===== config.mk =====
export PLATFORM = sky130hd
export DESIGN_NAME = lisp_token_scanner
export DESIGN_NICKNAME = d
export VERILOG_FILES = /design/src/hdl/lts_pkg.sv /design/src/hdl/lisp_token_scanner.sv
export SDC_FILE = /design/constraint.sdc
export NUM_CORES = 1
export LEC_CHECK = 0
export ABC_AREA = 1
export BUFFER_PORTS_ARGS = -buffer_cell sky130_fd_sc_hd__buf_2
export CORE_ASPECT_RATIO = 2
export CORE_MARGIN = 3
export CORE_UTILIZATION = 40
export DETAILED_ROUTE_END_ITERATION = 8
export GPL_ROUTABILITY_DRIVEN = 0
export GPL_TIMING_DRIVEN = 0
export HOLD_SLACK_MARGIN = 0.15
export MAX_ROUTING_LAYER = met4
export PLACE_DENSITY = 0.61
export SYNTH_ARGS = -nofsm -noshare
export SYNTH_HDL_FRONTEND = slang
export SYNTH_SLANG_ARGS = --single-unit
export TNS_END_PERCENT = 100

===== constraint.sdc =====
create_clock -name clk_i -period 4.72 [get_ports clk_i]
set_input_delay 0.472 -clock clk_i [delete_from_list [all_inputs] [get_ports clk_i]]
set_output_delay 0.472 -clock clk_i [all_outputs]
set_load 0.05 [all_outputs]

===== src/hdl/lts_pkg.sv =====
// Types and constants shared by the Lisp token scanner.
`default_nettype none

package lts_pkg;

  // Character codes the scanner treats specially.
  localparam logic [7:0] CH_SPACE  = 8'h20;
  localparam logic [7:0] CH_TAB    = 8'h09;
  localparam logic [7:0] CH_NL     = 8'h0a;
  localparam logic [7:0] CH_OPEN   = 8'h28;
  localparam logic [7:0] CH_CLOSE  = 8'h29;
  localparam logic [7:0] CH_QUOTE  = 8'h27;
  localparam logic [7:0] CH_DQUOTE = 8'h22;
  localparam logic [7:0] CH_COLON  = 8'h3a;
  localparam logic [7:0] CH_BSLASH = 8'h5c;
  localparam logic [7:0] CH_LOW_N  = 8'h6e;
  localparam logic [7:0] CH_LOW_T  = 8'h74;
  localparam logic [7:0] CH_LOW_F  = 8'h66;

  // Reserved words, left aligned in five character slots.
  localparam logic [39:0] WORD_NIL   = {"nil", 16'h0000};
  localparam logic [39:0] WORD_TRUE  = {"true", 8'h00};
  localparam logic [39:0] WORD_FALSE = "false";

  localparam logic [2:0] LEN_NIL   = 3'd3;
  localparam logic [2:0] LEN_TRUE  = 3'd4;
  localparam logic [2:0] LEN_FALSE = 3'd5;

  typedef enum logic [3:0] {
    KIND_OPEN    = 4'd0,
    KIND_CLOSE   = 4'd1,
    KIND_QUOTE   = 4'd2,
    KIND_SYMBOL  = 4'd3,
    KIND_TRUE    = 4'd4,
    KIND_FALSE   = 4'd5,
    KIND_NIL     = 4'd6,
    KIND_NUMBER  = 4'd7,
    KIND_STRING  = 4'd8,
    KIND_KEYWORD = 4'd9
  } kind_e;

  typedef enum logic [1:0] {
    ST_VALID   = 2'd0,
    ST_END     = 2'd1,
    ST_UNEXP   = 2'd2,
    ST_INVALID = 2'd3
  } status_e;

  typedef enum logic [2:0] {
    MODE_IDLE    = 3'd0,
    MODE_NUMBER  = 3'd1,
    MODE_SYMBOL  = 3'd2,
    MODE_KEYWORD = 3'd3,
    MODE_STRING  = 3'd4
  } mode_e;

  typedef enum logic [1:0] {
    MATCH_NONE  = 2'd0,
    MATCH_NIL   = 2'd1,
    MATCH_TRUE  = 2'd2,
    MATCH_FALSE = 2'd3
  } match_e;

  typedef struct packed {
    kind_e       kind;
    status_e     status;
    logic [31:0] pos;
    logic [15:0] len;
    logic        last;
  } res_t;

  localparam int OUT_DATA_BITS = 56;

endpackage : lts_pkg

`default_nettype wire


===== src/hdl/lisp_token_scanner.sv =====
// Lisp token scanner: one character word in, token result words out.
// Result words are registered in the result queue. Throughput: one character word per cycle
// while the queue has room; the single result output moves one word per cycle when taken,
// so a character that both ends a token and starts one yields two result words.
// A four-entry result queue decouples the two sides; input is taken while two slots are free.
// Reset clears the scanner state, the position and length counts and the result queue.
`default_nettype none

module lisp_token_scanner #(
  parameter int POSITION_BITS = 32,
  parameter int LENGTH_BITS   = 16
) (
  input  wire logic        clk_i,
  input  wire logic        rst_ni,
  input  wire logic        s_axis_tvalid_i,
  output logic             s_axis_tready_o,
  input  wire logic [7:0]  s_axis_tdata_i,   // [7:0] character
  input  wire logic        s_axis_tlast_i,   // end_of_input
  output logic             m_axis_tvalid_o,
  input  wire logic        m_axis_tready_i,
  output logic [lts_pkg::OUT_DATA_BITS-1:0] m_axis_tdata_o,
                                             // [3:0] token_kind, [35:4] token_position,
                                             // [51:36] token_length, [55:52] zero
  output logic [1:0]       m_axis_tuser_o,   // [1:0] status
  output logic             m_axis_tlast_o    // last_result
);

  lts_pkg::mode_e            mode_q, mode_d;
  lts_pkg::match_e           match_q, match_d;
  logic                      esc_q, esc_d;
  logic                      stop_q, stop_d;
  logic [POSITION_BITS-1:0]  pos_q, pos_d, pos_inc;
  logic [LENGTH_BITS-1:0]    len_q, len_d, len_inc;

  lts_pkg::res_t             fifo_q [4];
  logic [1:0]                wr_ptr_q, rd_ptr_q;
  logic [2:0]                cnt_q, cnt_d;

  lts_pkg::res_t             res0, res1, fin_res, start_res;
  logic [1:0]                n_res;
  logic                      s_acc, m_pop, start_emit, finishing;
  logic                      is_dig, is_alp;
  logic [7:0]                ch;
  logic [63:0]               pos_q_ext, pos_inc_ext;
  logic [31:0]               len_q_ext;
  logic [31:0]               pos_q_rep, pos_inc_rep;
  logic [15:0]               len_q_rep;
  logic [2:0]                wlen;
  lts_pkg::kind_e            word_kind, sym_kind;

  function automatic logic [7:0] want_char(lts_pkg::match_e m, logic [2:0] i);
    logic [39:0] w;
    w = '0;
    unique case (m)
      lts_pkg::MATCH_NIL:   w = lts_pkg::WORD_NIL;
      lts_pkg::MATCH_TRUE:  w = lts_pkg::WORD_TRUE;
      lts_pkg::MATCH_FALSE: w = lts_pkg::WORD_FALSE;
      default:              w = '0;
    endcase
    if (i > 3'd4) return 8'h00;
    return w[39 - 8 * int'(i) -: 8];
  endfunction

  function automatic lts_pkg::res_t mk_res(lts_pkg::kind_e k, lts_pkg::status_e s,
                                           logic [31:0] p, logic [15:0] l);
    lts_pkg::res_t r;
    r.kind   = k;
    r.status = s;
    r.pos    = p;
    r.len    = l;
    r.last   = 1'b0;
    return r;
  endfunction

  assign s_axis_tready_o = (cnt_q <= 3'd2);
  assign s_acc           = s_axis_tvalid_i && s_axis_tready_o;
  assign m_axis_tvalid_o = (cnt_q != 3'd0);
  assign m_pop           = m_axis_tvalid_o && m_axis_tready_i;

  assign ch     = s_axis_tdata_i;
  assign is_dig = (ch >= "0") && (ch <= "9");
  assign is_alp = ((ch >= "a") && (ch <= "z")) || ((ch >= "A") && (ch <= "Z"));

  assign pos_inc = (pos_q == '1) ? pos_q : pos_q + 1'b1;
  assign len_inc = (len_q == '1) ? len_q : len_q + 1'b1;

  // Reported counts are the low bits of the internal saturating counts.
  assign pos_q_ext   = 64'(pos_q);
  assign pos_inc_ext = 64'(pos_inc);
  assign len_q_ext   = 32'(len_q);
  assign pos_q_rep   = pos_q_ext[31:0];
  assign pos_inc_rep = pos_inc_ext[31:0];
  assign len_q_rep   = len_q_ext[15:0];

  always_comb begin
    unique case (match_q)
      lts_pkg::MATCH_NIL:   wlen = lts_pkg::LEN_NIL;
      lts_pkg::MATCH_TRUE:  wlen = lts_pkg::LEN_TRUE;
      lts_pkg::MATCH_FALSE: wlen = lts_pkg::LEN_FALSE;
      default:              wlen = 3'd0;
    endcase
  end

  always_comb begin
    sym_kind = lts_pkg::KIND_SYMBOL;
    if (match_q != lts_pkg::MATCH_NONE && len_q_ext == 32'(wlen)) begin
      unique case (match_q)
        lts_pkg::MATCH_NIL:  sym_kind = lts_pkg::KIND_NIL;
        lts_pkg::MATCH_TRUE: sym_kind = lts_pkg::KIND_TRUE;
        default:             sym_kind = lts_pkg::KIND_FALSE;
      endcase
    end
  end

  always_comb begin
    unique case (mode_q)
      lts_pkg::MODE_NUMBER: word_kind = lts_pkg::KIND_NUMBER;
      lts_pkg::MODE_SYMBOL: word_kind = sym_kind;
      default:              word_kind = lts_pkg::KIND_KEYWORD;
    endcase
  end

  assign finishing = (mode_q == lts_pkg::MODE_NUMBER) || (mode_q == lts_pkg::MODE_SYMBOL) ||
                     (mode_q == lts_pkg::MODE_KEYWORD);

  always_comb begin
    mode_d     = mode_q;
    match_d    = match_q;
    esc_d      = esc_q;
    stop_d     = stop_q;
    pos_d      = pos_q;
    len_d      = len_q;
    res0       = '0;
    res1       = '0;
    n_res      = 2'd0;
    start_emit = 1'b0;
    start_res  = '0;
    fin_res    = mk_res(word_kind, lts_pkg::ST_VALID, pos_q_rep, len_q_rep);
    if (s_acc && !stop_q) begin
      if (s_axis_tlast_i) begin
        stop_d = 1'b1;
        if (mode_q == lts_pkg::MODE_STRING) begin
          res0  = mk_res(lts_pkg::KIND_OPEN, lts_pkg::ST_UNEXP, pos_q_rep, 16'd0);
          n_res = 2'd1;
        end else if (mode_q == lts_pkg::MODE_KEYWORD && len_q == '0) begin
          res0  = mk_res(lts_pkg::KIND_OPEN, lts_pkg::ST_INVALID, pos_q_rep, 16'd0);
          n_res = 2'd1;
        end else begin
          mode_d = lts_pkg::MODE_IDLE;
          if (finishing) begin
            res0  = fin_res;
            res1  = mk_res(lts_pkg::KIND_OPEN, lts_pkg::ST_END, pos_q_rep, 16'd0);
            n_res = 2'd2;
          end else begin
            res0  = mk_res(lts_pkg::KIND_OPEN, lts_pkg::ST_END, pos_q_rep, 16'd0);
            n_res = 2'd1;
          end
        end
      end else begin
        pos_d = pos_inc;
        if (mode_q == lts_pkg::MODE_STRING) begin
          if (!esc_q && ch == lts_pkg::CH_DQUOTE) begin
            res0   = mk_res(lts_pkg::KIND_STRING, lts_pkg::ST_VALID, pos_inc_rep, len_q_rep);
            n_res  = 2'd1;
            mode_d = lts_pkg::MODE_IDLE;
            len_d  = '0;
          end else begin
            len_d = len_inc;
            esc_d = !esc_q && ch == lts_pkg::CH_BSLASH;
          end
        end else if (mode_q == lts_pkg::MODE_NUMBER && is_dig) begin
          len_d = len_inc;
        end else if ((mode_q == lts_pkg::MODE_SYMBOL || mode_q == lts_pkg::MODE_KEYWORD) &&
                     (is_dig || is_alp)) begin
          // A reserved-word candidate drops out on the first character that differs or runs past it.
          if (mode_q == lts_pkg::MODE_SYMBOL && match_q != lts_pkg::MATCH_NONE &&
              (len_q_ext >= 32'(wlen) || ch != want_char(match_q, len_q[2:0]))) begin
            match_d = lts_pkg::MATCH_NONE;
          end
          len_d = len_inc;
        end else if (mode_q == lts_pkg::MODE_KEYWORD && len_q == '0) begin
          res0   = mk_res(lts_pkg::KIND_OPEN, lts_pkg::ST_INVALID, pos_inc_rep, 16'd0);
          n_res  = 2'd1;
          stop_d = 1'b1;
        end else begin
          // Close any pending word, then scan this character as a fresh start.
          mode_d  = lts_pkg::MODE_IDLE;
          len_d   = '0;
          match_d = lts_pkg::MATCH_NONE;
          esc_d   = 1'b0;
          priority if (ch == lts_pkg::CH_SPACE || ch == lts_pkg::CH_TAB ||
                       ch == lts_pkg::CH_NL) begin
            start_emit = 1'b0;
          end else if (ch == lts_pkg::CH_OPEN) begin
            start_emit = 1'b1;
            start_res  = mk_res(lts_pkg::KIND_OPEN, lts_pkg::ST_VALID, pos_inc_rep, 16'd1);
          end else if (ch == lts_pkg::CH_CLOSE) begin
            start_emit = 1'b1;
            start_res  = mk_res(lts_pkg::KIND_CLOSE, lts_pkg::ST_VALID, pos_inc_rep, 16'd1);
          end else if (ch == lts_pkg::CH_QUOTE) begin
            start_emit = 1'b1;
            start_res  = mk_res(lts_pkg::KIND_QUOTE, lts_pkg::ST_VALID, pos_inc_rep, 16'd1);
          end else if (is_dig) begin
            mode_d = lts_pkg::MODE_NUMBER;
            len_d  = LENGTH_BITS'(1);
          end else if (is_alp) begin
            mode_d = lts_pkg::MODE_SYMBOL;
            len_d  = LENGTH_BITS'(1);
            priority if (ch == lts_pkg::CH_LOW_N) match_d = lts_pkg::MATCH_NIL;
            else if (ch == lts_pkg::CH_LOW_T) match_d = lts_pkg::MATCH_TRUE;
            else if (ch == lts_pkg::CH_LOW_F) match_d = lts_pkg::MATCH_FALSE;
            else match_d = lts_pkg::MATCH_NONE;
          end else if (ch == lts_pkg::CH_COLON) begin
            mode_d = lts_pkg::MODE_KEYWORD;
          end else if (ch == lts_pkg::CH_DQUOTE) begin
            mode_d = lts_pkg::MODE_STRING;
          end else begin
            start_emit = 1'b1;
            start_res  = mk_res(lts_pkg::KIND_OPEN, lts_pkg::ST_INVALID, pos_inc_rep, 16'd0);
            stop_d     = 1'b1;
          end
          if (finishing) begin
            res0  = fin_res;
            res1  = start_res;
            n_res = start_emit ? 2'd2 : 2'd1;
          end else if (start_emit) begin
            res0  = start_res;
            n_res = 2'd1;
          end
        end
      end
    end
    if (n_res == 2'd1) res0.last = 1'b1;
    if (n_res == 2'd2) res1.last = 1'b1;
  end

  assign cnt_d = cnt_q + 3'(n_res) - 3'(m_pop);

  always_ff @(posedge clk_i or negedge rst_ni) begin
    if (!rst_ni) begin
      mode_q   <= lts_pkg::MODE_IDLE;
      match_q  <= lts_pkg::MATCH_NONE;
      esc_q    <= 1'b0;
      stop_q   <= 1'b0;
      pos_q    <= '0;
      len_q    <= '0;
      wr_ptr_q <= 2'd0;
      rd_ptr_q <= 2'd0;
      cnt_q    <= 3'd0;
    end else begin
      mode_q   <= mode_d;
      match_q  <= match_d;
      esc_q    <= esc_d;
      stop_q   <= stop_d;
      pos_q    <= pos_d;
      len_q    <= len_d;
      wr_ptr_q <= wr_ptr_q + n_res;
      rd_ptr_q <= rd_ptr_q + 2'(m_pop);
      cnt_q    <= cnt_d;
    end
  end

  always_ff @(posedge clk_i) begin
    if (n_res != 2'd0) fifo_q[wr_ptr_q] <= res0;
    if (n_res == 2'd2) fifo_q[wr_ptr_q + 2'd1] <= res1;
  end

  assign m_axis_tdata_o = {4'b0000, fifo_q[rd_ptr_q].len, fifo_q[rd_ptr_q].pos,
                           fifo_q[rd_ptr_q].kind};
  assign m_axis_tuser_o = fifo_q[rd_ptr_q].status;
  assign m_axis_tlast_o = fifo_q[rd_ptr_q].last;

  // Once stopped, the scanner stays stopped until reset.
  a_stop_holds: assert property (@(posedge clk_i) disable iff (!rst_ni)
    stop_q |=> stop_q)
    else $error("scanner left the stopped state without reset");

  // End of input always stops the scanner.
  a_eoi_stops: assert property (@(posedge clk_i) disable iff (!rst_ni)
    (s_acc && s_axis_tlast_i) |=> stop_q)
    else $error("end of input did not stop the scanner");

  // The result queue never overflows.
  a_no_overflow: assert property (@(posedge clk_i) disable iff (!rst_ni)
    cnt_q <= 3'd4)
    else $error("result queue overflow");

  // A status word carries no token kind or length and closes its item.
  a_status_word: assert property (@(posedge clk_i) disable iff (!rst_ni)
    (m_axis_tvalid_o && m_axis_tuser_o != lts_pkg::ST_VALID) |->
      (m_axis_tdata_o[3:0] == 4'd0 && m_axis_tdata_o[51:36] == 16'd0 && m_axis_tlast_o))
    else $error("malformed status word");

  // Nothing new enters the queue after the scanner has stopped.
  a_no_push_stopped: assert property (@(posedge clk_i) disable iff (!rst_ni)
    (stop_q && !m_pop) |=> (cnt_q == $past(cnt_q)))
    else $error("result produced while stopped");

endmodule : lisp_token_scanner

`default_nettype wire

### Word level (Yosys, flattened, before mapping)

Memory sizes are Yosys's and may differ from the RTL's.
Index checks and enable logic that the tools add are counted.

| storage, ports and cells | value |
|---|---|
| flip-flop bits (word level) | 62 |
| RAM bits | 220 |
| input port bits | 13 |
| output and inout bits | 61 |
| memories kept | 1 |

Memories:

| memory | words | width | rd ports | clocked after Yosys merged registers in | wr ports | line | source |
|---|---|---|---|---|---|---|---|
| fifo_q | 4 | 55 | 1 | 0 | 2 | lisp_token_scanner.sv:35 | `lts_pkg::res_t fifo_q [4];` |

| cells by class | value |
|---|---|
| $add $sub $neg | 8 |
| $lt $le $gt $ge | 9 |
| equality and inequality tests | 48 |
| shifts and indexed selects | 1 |
| muxes and demuxes | 145 |
| bitwise gates (word level) | 3 |
| reduce and logical (&&, ||, !) cells | 34 |

Operator list:

| cell | count |
|---|---|
| 55-bit 2-to-1 mux | 19 |
| 53-bit 2-to-1 mux | 4 |
| 51-bit 2-to-1 mux | 4 |
| 40-bit 2-to-1 mux | 5 |
| 50-bit 2-to-1 mux | 3 |
| 39-bit case mux with 3 select lines | 1 |
| 16-bit 2-to-1 mux | 6 |
| 8-bit 2-to-1 mux | 7 |
| 1-bit 2-to-1 mux | 52 |
| 3-bit 2-to-1 mux | 17 |
| 8-bit by 6-bit equality test with 1-bit output (second input constant) | 6 |
| 47-bit by 7-bit variable part select with 8-bit output | 1 |
| 2-bit 2-to-1 mux | 23 |
| 32-bit by 1-bit adder with 32-bit output (second input constant) | 1 |
| 32-bit equality test (second input constant) | 1 |
| 8-bit by 7-bit equality test with 1-bit output (second input constant) | 4 |
| 32-bit 2-to-1 mux | 1 |
| 3-bit != test (second input constant) | 8 |
| 2-bit != test (second input constant) | 10 |
| 16-bit by 1-bit adder with 16-bit output (second input constant) | 1 |
| 16-bit equality test (second input constant) | 1 |
| 16-bit by 3-bit equality test with 1-bit output | 1 |
| 8-bit by 4-bit equality test with 1-bit output (second input constant) | 2 |
| 16-bit by 3-bit greater-or-equal comparator with 1-bit output | 1 |
| 36 further kinds | 69 |

### Longest topological paths before layout

| depth | value |
|---|---|
| depth after elaboration | 26 |
| mapped depth | 25 |
| gate-level depth less buffers | 22 |

### Least setup slack after synthesis

Ideal clock, no wire load.

| path | value |
|---|---|
| kind | input port to flip-flop |
| start point | input port s_axis_tdata_i[0] |
| end point | memory fifo_q[1][0] (netlist name) (enable) |
| data arrival time | 3.745 ns |
| setup slack | 0.580 ns |
| stages | 22 |
| buffers on the path | 3 |
| path through | inv_1 nand2_1 nor2_1 nand2_1 nand3_1 nand2_2 inv_1 nand2_1 inv_1 buf_2 buf_1 ha_1 inv_1 nand2_1 nand2_1 nor2_2 o21ai_4 inv_1 nor2_2 nand2_2 buf_2 nand2_1 |

RTL lines:

| item | line | source |
|---|---|---|
| from (decl) | lisp_token_scanner.sv:17 | `input wire logic [7:0] s_axis_tdata_i,` |
| to (decl) | lisp_token_scanner.sv:35 |  |

==> results.md <==
- Worst EP required: 4.96 ns
- Share of post-route cells with drive strength above 1: 8.60%
- Root buf cell: clkbuf_16
- Critical path arrival: between 4 and 5 ns
- Vias post-DR: 18.5k
- Post-Synthesis Cell Area: 17800 um^2
- Final Cycle Share: 92.4%
- Max Freq: 229 MHz
- CTS tree: done
- Total CTS buffers: 27
- Wire per inst: 21.7 um
- Ys Warns: 0
- Place WS: -0.697 ns
- Synth area leaders: edfxtp_1 (26%), nand2_1 (18%), dfrtp_1 (8.7%)
- Clk sinks: roughly 280
- Register-to-Register Path Depth: 15
- Max incr delay on CP: slightly above 0.5 ns
- Sequential share of the synthesized area: a little over two fifths
- Io pins: 74
- DP Wirelength: between 50000 and 60000 um
- CP cell instances: o21ai_1 -> inv_2 -> buf_1 -> ha_1 -> inv_1 -> nand2_1 -> nand2_1 -> nor2_2 -> o21ai_4 -> inv_1 -> nor2_2 -> nand2_2 -> buf_2 -> nand2_2 -> buf_12
- Final Slew Violations: 0
- Vias per inst: 5.69
- Synth top area share: 25.6%
- First-pass GRT wire length: 105000 um
- Final Util: 45.3%
- Top-count cell post-synth: nand2_1
- Chip height: roughly 300 um
- Status: finished, final reports clean
- CP startpoint kind: flop
- Fill cells: 4445
- Worst-path fanout max: 29
- Leak: 8.94 nW
- Slew headroom: ~11%
- Setup violators final: 0
- CP Class: reg -> reg
- Final nets: 2709
- EDFF count, synth: 152
- Layout Skew: 0.0225 ns
- Clk_lat worst skew: around 0.57 ns
- Initial antenna violation count: 0
- Slowest CP cell: o21ai_1
- Synthesized area per cell: about 7 um^2
- Clock Pin Slew Worst Setup and Hold Paths: 0.06 ns
- Initial core utilization: 40.7%
- FF-to-FF setup slack: 0.36 ns
- Maximum clock insertion buffer count: 3
- Hold crit path type: in -> reg
- Number of library cell types mapped by synthesis: 48
- Max VDD drop: approximately 250 uV
- Max-cap violations: 0
- I/O Buffers: 68
- Power density over cell area: roughly 380 nW/um^2
- DRC: 0
- Number of global-route vias before repair: 17.8k
- Final Hold Viols: 0
- Post-route setup slack: 0.359 ns
- First-iteration detailed-routing DRC count: 1661
- RSZ-0062 raised after global routing: no
- Area leader, netlist: edfxtp_1
- 1st-pass router iterations: 8
- Drt total wl: a little over 70000 um
- CP endpoint kind: flop
- Tot GR Track Use: between 20 and 30%
- Die ar.: 47300 um^2
- Total grt overflow: 0
- Antenna-violating nets left: 0
- Die W: roughly 160 um
- Ys async rst share: 22.0%
- Synthesized instance count: 2575
- Post-synth top cells: nand2_1 (835), nor2_1 (289), o21ai_0 (225), nand3_1 (197), inv_1 (191)
- Worst Hold Depth: 5
- Post-CTS setup buffer count: 0
- Synth Flop Type: edfxtp_1
- Core area: 43800 um^2
- Area grow syn2layout: 11.3%
- #FFs+latches synth: 282
- Largest net degree at the start of global routing: 63
- Cell Rows: 108
- Hold_ws: 0.410 ns
- Slew @ Worst Pin: 1.33 ns
- Tmin final: 4.36 ns
- H-tree depth: 1
[critical path: cells and delay by family, from the launching register on]
family / cells / cell delay (ns)
compound gates: 2 / 0.75
fa+ha+maj: 1 / 0.40
buf+inv: 6 / 1.48
flops: 1 / 0.43
simple gates: 6 / 0.95
[layout by cell type, fill, tap and decap left out, drive strengths merged, types with 17 or more instances in the layout]
cell type / synthesis / routed
nor3: 34 / 34
buf: 61 / 132
ha: 18 / 18
a21oi: 100 / 100
nand4: 18 / 18
o22ai: 59 / 59
o21a: 19 / 19
nand3: 199 / 199
dfrtp: 62 / 62
inv: 219 / 221
clkbuf: 88 / 117
xor2: 18 / 18
o21ai: 246 / 246
dfxtp: 68 / 68
nand2: 851 / 851
nor2: 299 / 299
o41ai: 17 / 17
edfxtp: 152 / 152
[path summary, 6_finish.rpt]
kind                                           startpoint                         to
worst max-delay path                mode_q[1]$_DFFE_PN0P_    fifo_q[3][24]$_DFFE_PP_
worst min-delay path                    s_axis_tdata_i[4]          esc_q$_DFFE_PN0P_
worst max register to register      mode_q[1]$_DFFE_PN0P_    fifo_q[3][24]$_DFFE_PP_
worst min register to register  fifo_q[2][5]$_SDFFE_PP0N_  fifo_q[2][5]$_SDFFE_PP0N_
max in group asynchronous                          rst_ni       pos_q[3]$_DFFE_PN0P_
min in group asynchronous                          rst_ni       len_q[1]$_DFFE_PN0P_
[cell families after synthesis]
family / share of synthesized area (%)
AOI/OAI and AO/OA: 14.7
xor gates and xnor gates: 0.982
adders and majority gates: 1.38
buffers and inverters: 8.56
DFF: 41.9
other: 0.0210
and+or+nand+nor: 32.5
[sequential cells by signal, summed over array words and instances, names as in the netlist]
name      flops
cnt_q         3
mode_q        3
fifo_q      220
match_q       2
stop_q        1
rd_ptr_q      2
wr_ptr_q      2
pos_q        32
len_q        16
esc_q         1
[metrics by stage]
step | instance area (um^2) | TNS, ns | total power, W | cells
after global routing | 19800 | 0 | 0.00784 | 3247
after CTS | 19800 | 0 | 0.00758 | 3249
after floorplan | 17800 | 0 | 0.00452 | 2578
after global placement | 18900 | -234.78 | 0.00537 | 3196
final | 19800 | 0 | 0.00759 | 3248
after detailed placement | 19000 | -69.22 | 0.00540 | 3200
[area by class of cell]
class	count	area (um^2)	share of cell area [%]
clock inverter	18	179	0.902
inverter	223	837	4.22
antenna	1	2.50	0.0126
buffer	146	678	3.42
multi-input combinational	1924	8860	44.6
timing repair buffer	73	433	2.18
clock buffer	31	691	3.48
sequential	282	7480	37.7
tap	550	688	3.47
[power breakdown]
part | internal [W] | leakage, nW | switching [W]
Clock | 0.00122 | 0.422 | 0.00101
Sequential | 0.00259 | 2.21 | 0.0000298
Combinational | 0.000531 | 6.31 | 0.00221
[metal layers]
| metal | wire (um) | GRT usage [%] | up-vias | part of all wire (%) |
|---|---|---|---|---|
| li1 | - | - | 8679 | - |
| met1 | 24200 | 30.7 | 8561 | 34 |
| met2 | 36000 | 52.2 | 913 | 51 |
| met3 | 4490 | 3.73 | 319 | 6.4 |
| met4 | 5710 | 20.2 | 0 | 8.1 |
| met5 | 0 | - | - | 0 |
[repair_timing]
action                     in CTS  in global routing
pin swaps                       0                  0
setup endpoints to repair      29                180
cloned                          0                  0
hold buffers                    1                  0
hold endpoints to repair       62                  0
gates resized for setup         0                  2
No activity file was read; power rests on OpenSTA's default activity.
